**src/sv/lattice_neighbor_capture_table_core_assert.svh**
```systemverilog
// Assertion shorthands; the including module provides clk and rst_n.
`ifndef LATTICE_NEIGHBOR_CAPTURE_TABLE_CORE_ASSERT_SVH
`define LATTICE_NEIGHBOR_CAPTURE_TABLE_CORE_ASSERT_SVH

// Checked only outside reset.
`define LNCT_ASSERT(label, prop, msg) \
  label: assert property (@(posedge clk) disable iff (!rst_n) prop) \
    else $error(msg);

// Checked at every edge, reset included.
`define LNCT_ASSERT_RST(label, prop, msg) \
  label: assert property (@(posedge clk) prop) else $error(msg);

`endif

```
**src/sv/lnct_pkg.sv**
```systemverilog
package lnct_pkg;

  localparam int CAPACITY = 1024;
  localparam int COORD_W  = 11;
  localparam int MESH_W   = 12;
  localparam int REQ_W    = 2;
  localparam int STAT_W   = 3;
  localparam int ENT_W    = 11;
  localparam int NNB      = 8;

  localparam logic [MESH_W-1:0] MESH_RESET = 12'd1581;

  localparam int IDX_W = (CAPACITY > 1) ? $clog2(CAPACITY) : 1;
  localparam int CNT_W = $clog2(CAPACITY + 1);

  // match reduction groups
  localparam int GRP   = 32;
  localparam int GJ_W  = $clog2(GRP);
  localparam int NGRP  = (CAPACITY + GRP - 1) / GRP;
  localparam int GI_W  = (NGRP > 1) ? $clog2(NGRP) : 1;

  localparam logic [REQ_W-1:0] REQ_APPEND = 2'd0;
  localparam logic [REQ_W-1:0] REQ_QUERY  = 2'd1;
  localparam logic [REQ_W-1:0] REQ_CLEAR  = 2'd2;

  localparam logic [STAT_W-1:0] ST_APPENDED = 3'd0;
  localparam logic [STAT_W-1:0] ST_CAPTURED = 3'd1;
  localparam logic [STAT_W-1:0] ST_NONE     = 3'd2;
  localparam logic [STAT_W-1:0] ST_FULL     = 3'd3;
  localparam logic [STAT_W-1:0] ST_CLEARED  = 3'd4;

  typedef logic [COORD_W-1:0] coord_t;

  typedef struct packed {
    coord_t x;
    coord_t y;
  } site_t;

  typedef struct packed {
    logic [REQ_W-1:0] req_type;
    coord_t           site_x;
    coord_t           site_y;
  } in_item_t;

  typedef struct packed {
    logic [STAT_W-1:0] status;
    coord_t            found_x;
    coord_t            found_y;
    logic [ENT_W-1:0]  entries_left;
  } out_item_t;

  typedef enum logic [1:0] {
    OP_HOLD,
    OP_WRITE,
    OP_CMP,
    OP_SHIFT
  } cell_op_t;

  // broadcast to every cell
  typedef struct packed {
    cell_op_t               op;
    site_t [NNB-1:0]        cand;
    site_t                  wr;
    logic [IDX_W-1:0]       rm_idx;
  } cell_ctl_t;

  function automatic coord_t lower_of(input coord_t c, input logic [MESH_W-1:0] mesh);
    logic [MESH_W-1:0] m1;
    m1 = mesh - 1'b1;
    if (c == '0) return m1[COORD_W-1:0];
    return c - 1'b1;
  endfunction

  function automatic coord_t upper_of(input coord_t c, input logic [MESH_W-1:0] mesh);
    logic [COORD_W:0] cp1;
    cp1 = {1'b0, c} + 1'b1;
    if ((COORD_W+MESH_W)'(cp1) >= (COORD_W+MESH_W)'(mesh)) return '0;
    return cp1[COORD_W-1:0];
  endfunction

  function automatic logic [2:0] first8(input logic [NNB-1:0] v);
    logic [2:0] r;
    r = '0;
    for (int i = NNB - 1; i >= 0; i--) begin
      if (v[i]) r = 3'(i);
    end
    return r;
  endfunction

  function automatic logic [GJ_W-1:0] first_grp(input logic [GRP-1:0] v);
    logic [GJ_W-1:0] r;
    r = '0;
    for (int i = GRP - 1; i >= 0; i--) begin
      if (v[i]) r = GJ_W'(i);
    end
    return r;
  endfunction

endpackage

```
**src/sv/lnct_cell.sv**
```systemverilog
module lnct_cell
  import lnct_pkg::*;
(
  input  logic             clk,
  input  logic [IDX_W-1:0] cell_idx,
  input  logic [CNT_W-1:0] count,
  input  cell_ctl_t        ctl,
  input  site_t            nb_entry,
  output site_t            entry,
  output logic [NNB-1:0]   match
);

  site_t            entry_r;
  logic [NNB-1:0]   match_r;
  logic [CNT_W-1:0] my_idx;
  logic             occupied;

  assign my_idx   = CNT_W'(cell_idx);
  assign occupied = my_idx < count;

  always_ff @(posedge clk) begin
    unique case (ctl.op)
      OP_WRITE: begin
        if (my_idx == count) entry_r <= ctl.wr;
      end
      OP_CMP: begin
        for (int n = 0; n < NNB; n++) begin
          match_r[n] <= occupied && (entry_r == ctl.cand[n]);
        end
      end
      OP_SHIFT: begin
        // close the gap: every entry above the removed one moves down a place
        if (my_idx >= CNT_W'(ctl.rm_idx) && (my_idx + 1'b1) < count) entry_r <= nb_entry;
      end
      default: begin
      end
    endcase
  end

  assign entry = entry_r;
  assign match = match_r;

endmodule

```
**config.mk**
```make
export PLATFORM = sky130hd
export DESIGN_NAME = lnct_cell
export DESIGN_NICKNAME = d
export VERILOG_FILES = /design/src/sv/lattice_neighbor_capture_table_core_assert.svh /design/src/sv/lnct_pkg.sv /design/src/sv/lnct_cell.sv
export SDC_FILE = /design/constraint.sdc
export NUM_CORES = 1
export LEC_CHECK = 0
export BUFFER_PORTS_ARGS = -buffer_cell sky130_fd_sc_hd__buf_2
export CELL_PAD_IN_SITES_DETAIL_PLACEMENT = 1
export CELL_PAD_IN_SITES_GLOBAL_PLACEMENT = 2
export CORE_AREA = 3 3 146 148
export DETAILED_ROUTE_END_ITERATION = 7
export DIE_AREA = 0 0 149 151
export PLACE_DENSITY_LB_ADDON = 0.15
export REMOVE_ABC_BUFFERS = 1
export SLEW_MARGIN = 25
export SYNTH_ARGS = -nofsm -noshare
export SYNTH_HDL_FRONTEND = slang
export SYNTH_SLANG_ARGS = --single-unit
```
**constraint.sdc**
```tcl
create_clock -name clk -period 3.4 [get_ports clk]
set_input_delay 0 -clock clk [delete_from_list [all_inputs] [get_ports clk]]
set_output_delay 0 -clock clk [all_outputs]
set_load 0.01 [all_outputs]
```
==> summary.md <==
| Metric | Value |
|---|---|
| Status | finished, final reports clean |
| Antenna violations before repair | 3 |
| CP delay by family, top | compound AO/OA/AOI/OAI gates |
| Period utilization | 66.8% |
| Syn. warnings | 0 |
| Vert. Die Dim | 151 um |
| Slew @ Worst Pin | 764 ps |
| Tot GR Track Use | 17.2% |
| Clk sinks | 30 |
| Worst Skew | 7.13 ps |
| Fill cells | ~2400 |
| Reg2reg setup slack | 1470 ps |
| Die area | 22500 um2 |
| Commonest non-fill, non-tap cell in the layout | buf_2 |
| Flops & latches, synth | 30 |
| R2r startpoint | entry[21]$_DFFE_PP_ |
| RSZ-0062 raised after global routing | false |
| Hold path start | ctl[25] |
| Root Buffer | clkbuf_16 |
| Crit-path slowest cell | buf_4 |
| Post-synth EDFFs | 30 |
| Area grow syn2layout | 37.9% |
| Share of the synthesized area in the top cell type | 32.3% |
| Crit path depth | 12 |
| P per Cell Area | ~260 nW/um2 |
| Worst R2R End | match[6]$_DFFE_PN_ |
| Nets | ~990 |
| DRC | 0 |
| Largest net degree at the start of global routing | 23 |
| WHS Endpoint | entry[15]$_DFFE_PP_ |
| Placed inst area | between 5000 and 6000 um2 |
| Worst path bufs/invs | 2 |
| CTS max path bufs | 2 |
| Tmin final | 2270 ps |
| DRT Wirelength | a little over 20000 um |
| Pins Over Slew Limit | 0 |
| Cell area after layout | 6100 um2 |
| Layout cells sized above 1 | approximately 50% |
| Final worst slack | 1130 ps |
| # IOs | 284 |
| Average cell area after synthesis | 10.2 um2 |
| Hold_ws | roughly 32 ps |
| Type of origin of the critical path | input port |
| Worst Setup End Kind | flop |
| Hpwl dp | 17400 um |
| Starting density of the core | between 20% and 30% |
| Max Fclk | between 400 and 500 MHz |
| Largest area contributor in the netlist | xor2_1 |
| Wire length of the first global-routing pass | 28900 um |
| Post-Synthesis Cells | 435 |
| Port Buf Inserts | ~280 |
| Vias post-DR | about 4200 |
| Critical Path RT | 3340 ps |
| Post-place setup slack | 847 ps |
| Syn Std Cell Area | 4420 um2 |
| Leakage | 2.84 nW |
| Overall Power | approximately 0.0016 W |
| Post-synth top flop | edfxtp_1 |
| MaxCap Viol Count | 0 |
| Worst-path clk slew | 50 ps |
| Fin. Hold Viols | 0 |
| Highest-count cells in the layout ignoring fill and taps | buf_2, xor2_1, ha_1 |
| Async S/R FF share, synth | 0% |
| Arr. time, crit path | 2210 ps |
| PostCTS Resize Cnt | 0 |
| GRT overflow | 0 |
| CTS tree | done |
| Worst Hold Depth | 2 |
| Max rail drop VDD | 0.135 mV |
| First-pass detailed-route iteration total | 4 |
| Worst Path Max Fanout | 22 |
| Final ANT Viol Nets | 0 |
| Gpl congestion | 0.801 |
| Post-synthesis sequential area ratio | 20.4% |
| Clock Latency Late Sink | 280 ps |
| H-tree levels | 2 |
| Setup CP Type | input port to flop |
| DR iter-0 viols | 84 |
| Hold crit path type | input port to flop |
| Die Wd | 149 um |
| Core Box Area | 20200 um2 |
| CTS Buf Count | 5 |
| Largest cells by area after synthesis | xor2_1, edfxtp_1, ha_1, nor4_2, mux2_2 |
| Crit path largest cell delay | 330 ps |
| Slew HR | 49.0% |
| Setup TNS | 0 ps |
| Via/cell ratio | 4.31 |
| Worst reg2reg path depth | 4 |
| Row count | between 50 and 60 |
| Drt wl/cell | between 20 and 25 um |
| Endpoints failing setup | 0 |
| Vias in the first global route | 4751 |
| Yosys cell types | 28 |
| Critical path, cell by cell | buf_2 > ha_1 > nand3_1 > nor2_1 > xor2_1 > ha_1 > a21oi_1 > o21ai_0 > o21ai_0 > a21oi_1 > a211oi_4 > buf_4 |
| Hold-fix buffers at CTS | 0 |
| Post-CTS Setup Inserts | 0 |
## power by group
group | total [W] | switching, W | internal [W]
clock | 0.000428 | 0.000163 | 0.000264
sequential | 0.000547 | 0.000111 | 0.000437
combinational | 0.000605 | 0.000293 | 0.000312
total | 0.00158 | 0.000567 | 0.00101
## how the worst max path moves through the flow
stage,startpoint,endpoint,slack (ps)
finish,cell_idx[0],entry[14]$_DFFE_PP_,1130
global route,cell_idx[1],entry[20]$_DFFE_PP_,900
CTS,cell_idx[1],entry[17]$_DFFE_PP_,1130
detailed placement,cell_idx[1],entry[17]$_DFFE_PP_,850
global placement,cell_idx[1],entry[2]$_DFFE_PP_,920
floorplan,cell_idx[0],entry[0]$_DFFE_PP_,6
## metrics by stage
step | instances | utilization (%)
floorplan | 411 | -
global route | 976 | 30.2
CTS | 973 | 30.2
global placement | 966 | 29.5
finish | 977 | 30.2
detailed placement | 966 | 29.5
## area by class of cell
type                            count  area (um2)  share of cell area [%]
Multi-Input combinational cell    361        3210                    52.6
Timing Repair Buffer              285        1430                    23.5
Sequential cell                    30         901                    14.8
Tap cell                          270         338                    5.54
Clock buffer                        5         125                    2.05
Inverter                           20        75.1                    1.23
Clock inverter                      2        10.0                   0.164
Antenna cell                        4        10.0                   0.164
## worst register-to-register path, stage by stage (launching register included)
cell,delay [ps]
edfxtp_1,810
xor2_1,180
nor4_2,320
nand4_1,260
nor3_2,210
## sequential cells by signal, indices dropped and copies added (netlist names)
| signal | cells |
|---|---|
| match | 8 |
| entry | 22 |
## cell usage after synthesis, types with 2 or more instances
library cell / number
inv_1: 20
a21o_1: 2
mux2_2: 22
xnor2_1: 21
nor4_1: 12
nor3_2: 9
o21ai_0: 7
nor2_1: 5
and3_1: 4
nand3_1: 17
edfxtp_1: 30
buf_6: 21
a21oi_1: 12
buf_2: 2
nor4_2: 28
ha_1: 32
xor2_1: 163
nand2_1: 5
a211oi_1: 2
nand4_1: 13
## cell families (layout without fill, tap and decap cells)
logic type / Yosys count / in the layout / share of synthesized area, %
other: 0 / 4 / 0
xor gates and xnor gates: 184 / 184 / 36.5
muxes: 22 / 22 / 5.60
buffers and inverters: 44 / 312 / 7.44
adders and majority gates: 32 / 32 / 9.06
DFF: 30 / 30 / 20.4
and+or+nand+nor: 97 / 97 / 17.4
AOI/OAI and AO/OA: 26 / 26 / 3.65
## layer usage
metal	global-route usage, %	vias to the layer above	share of wire, %
li1	-	2053	-
met5	0	-	0
met2	30.3	164	50
met1	21.9	1974	42
met3	3.29	21	6.2
met4	4.03	0	2.0
Power figures use the tool's default switching activity.
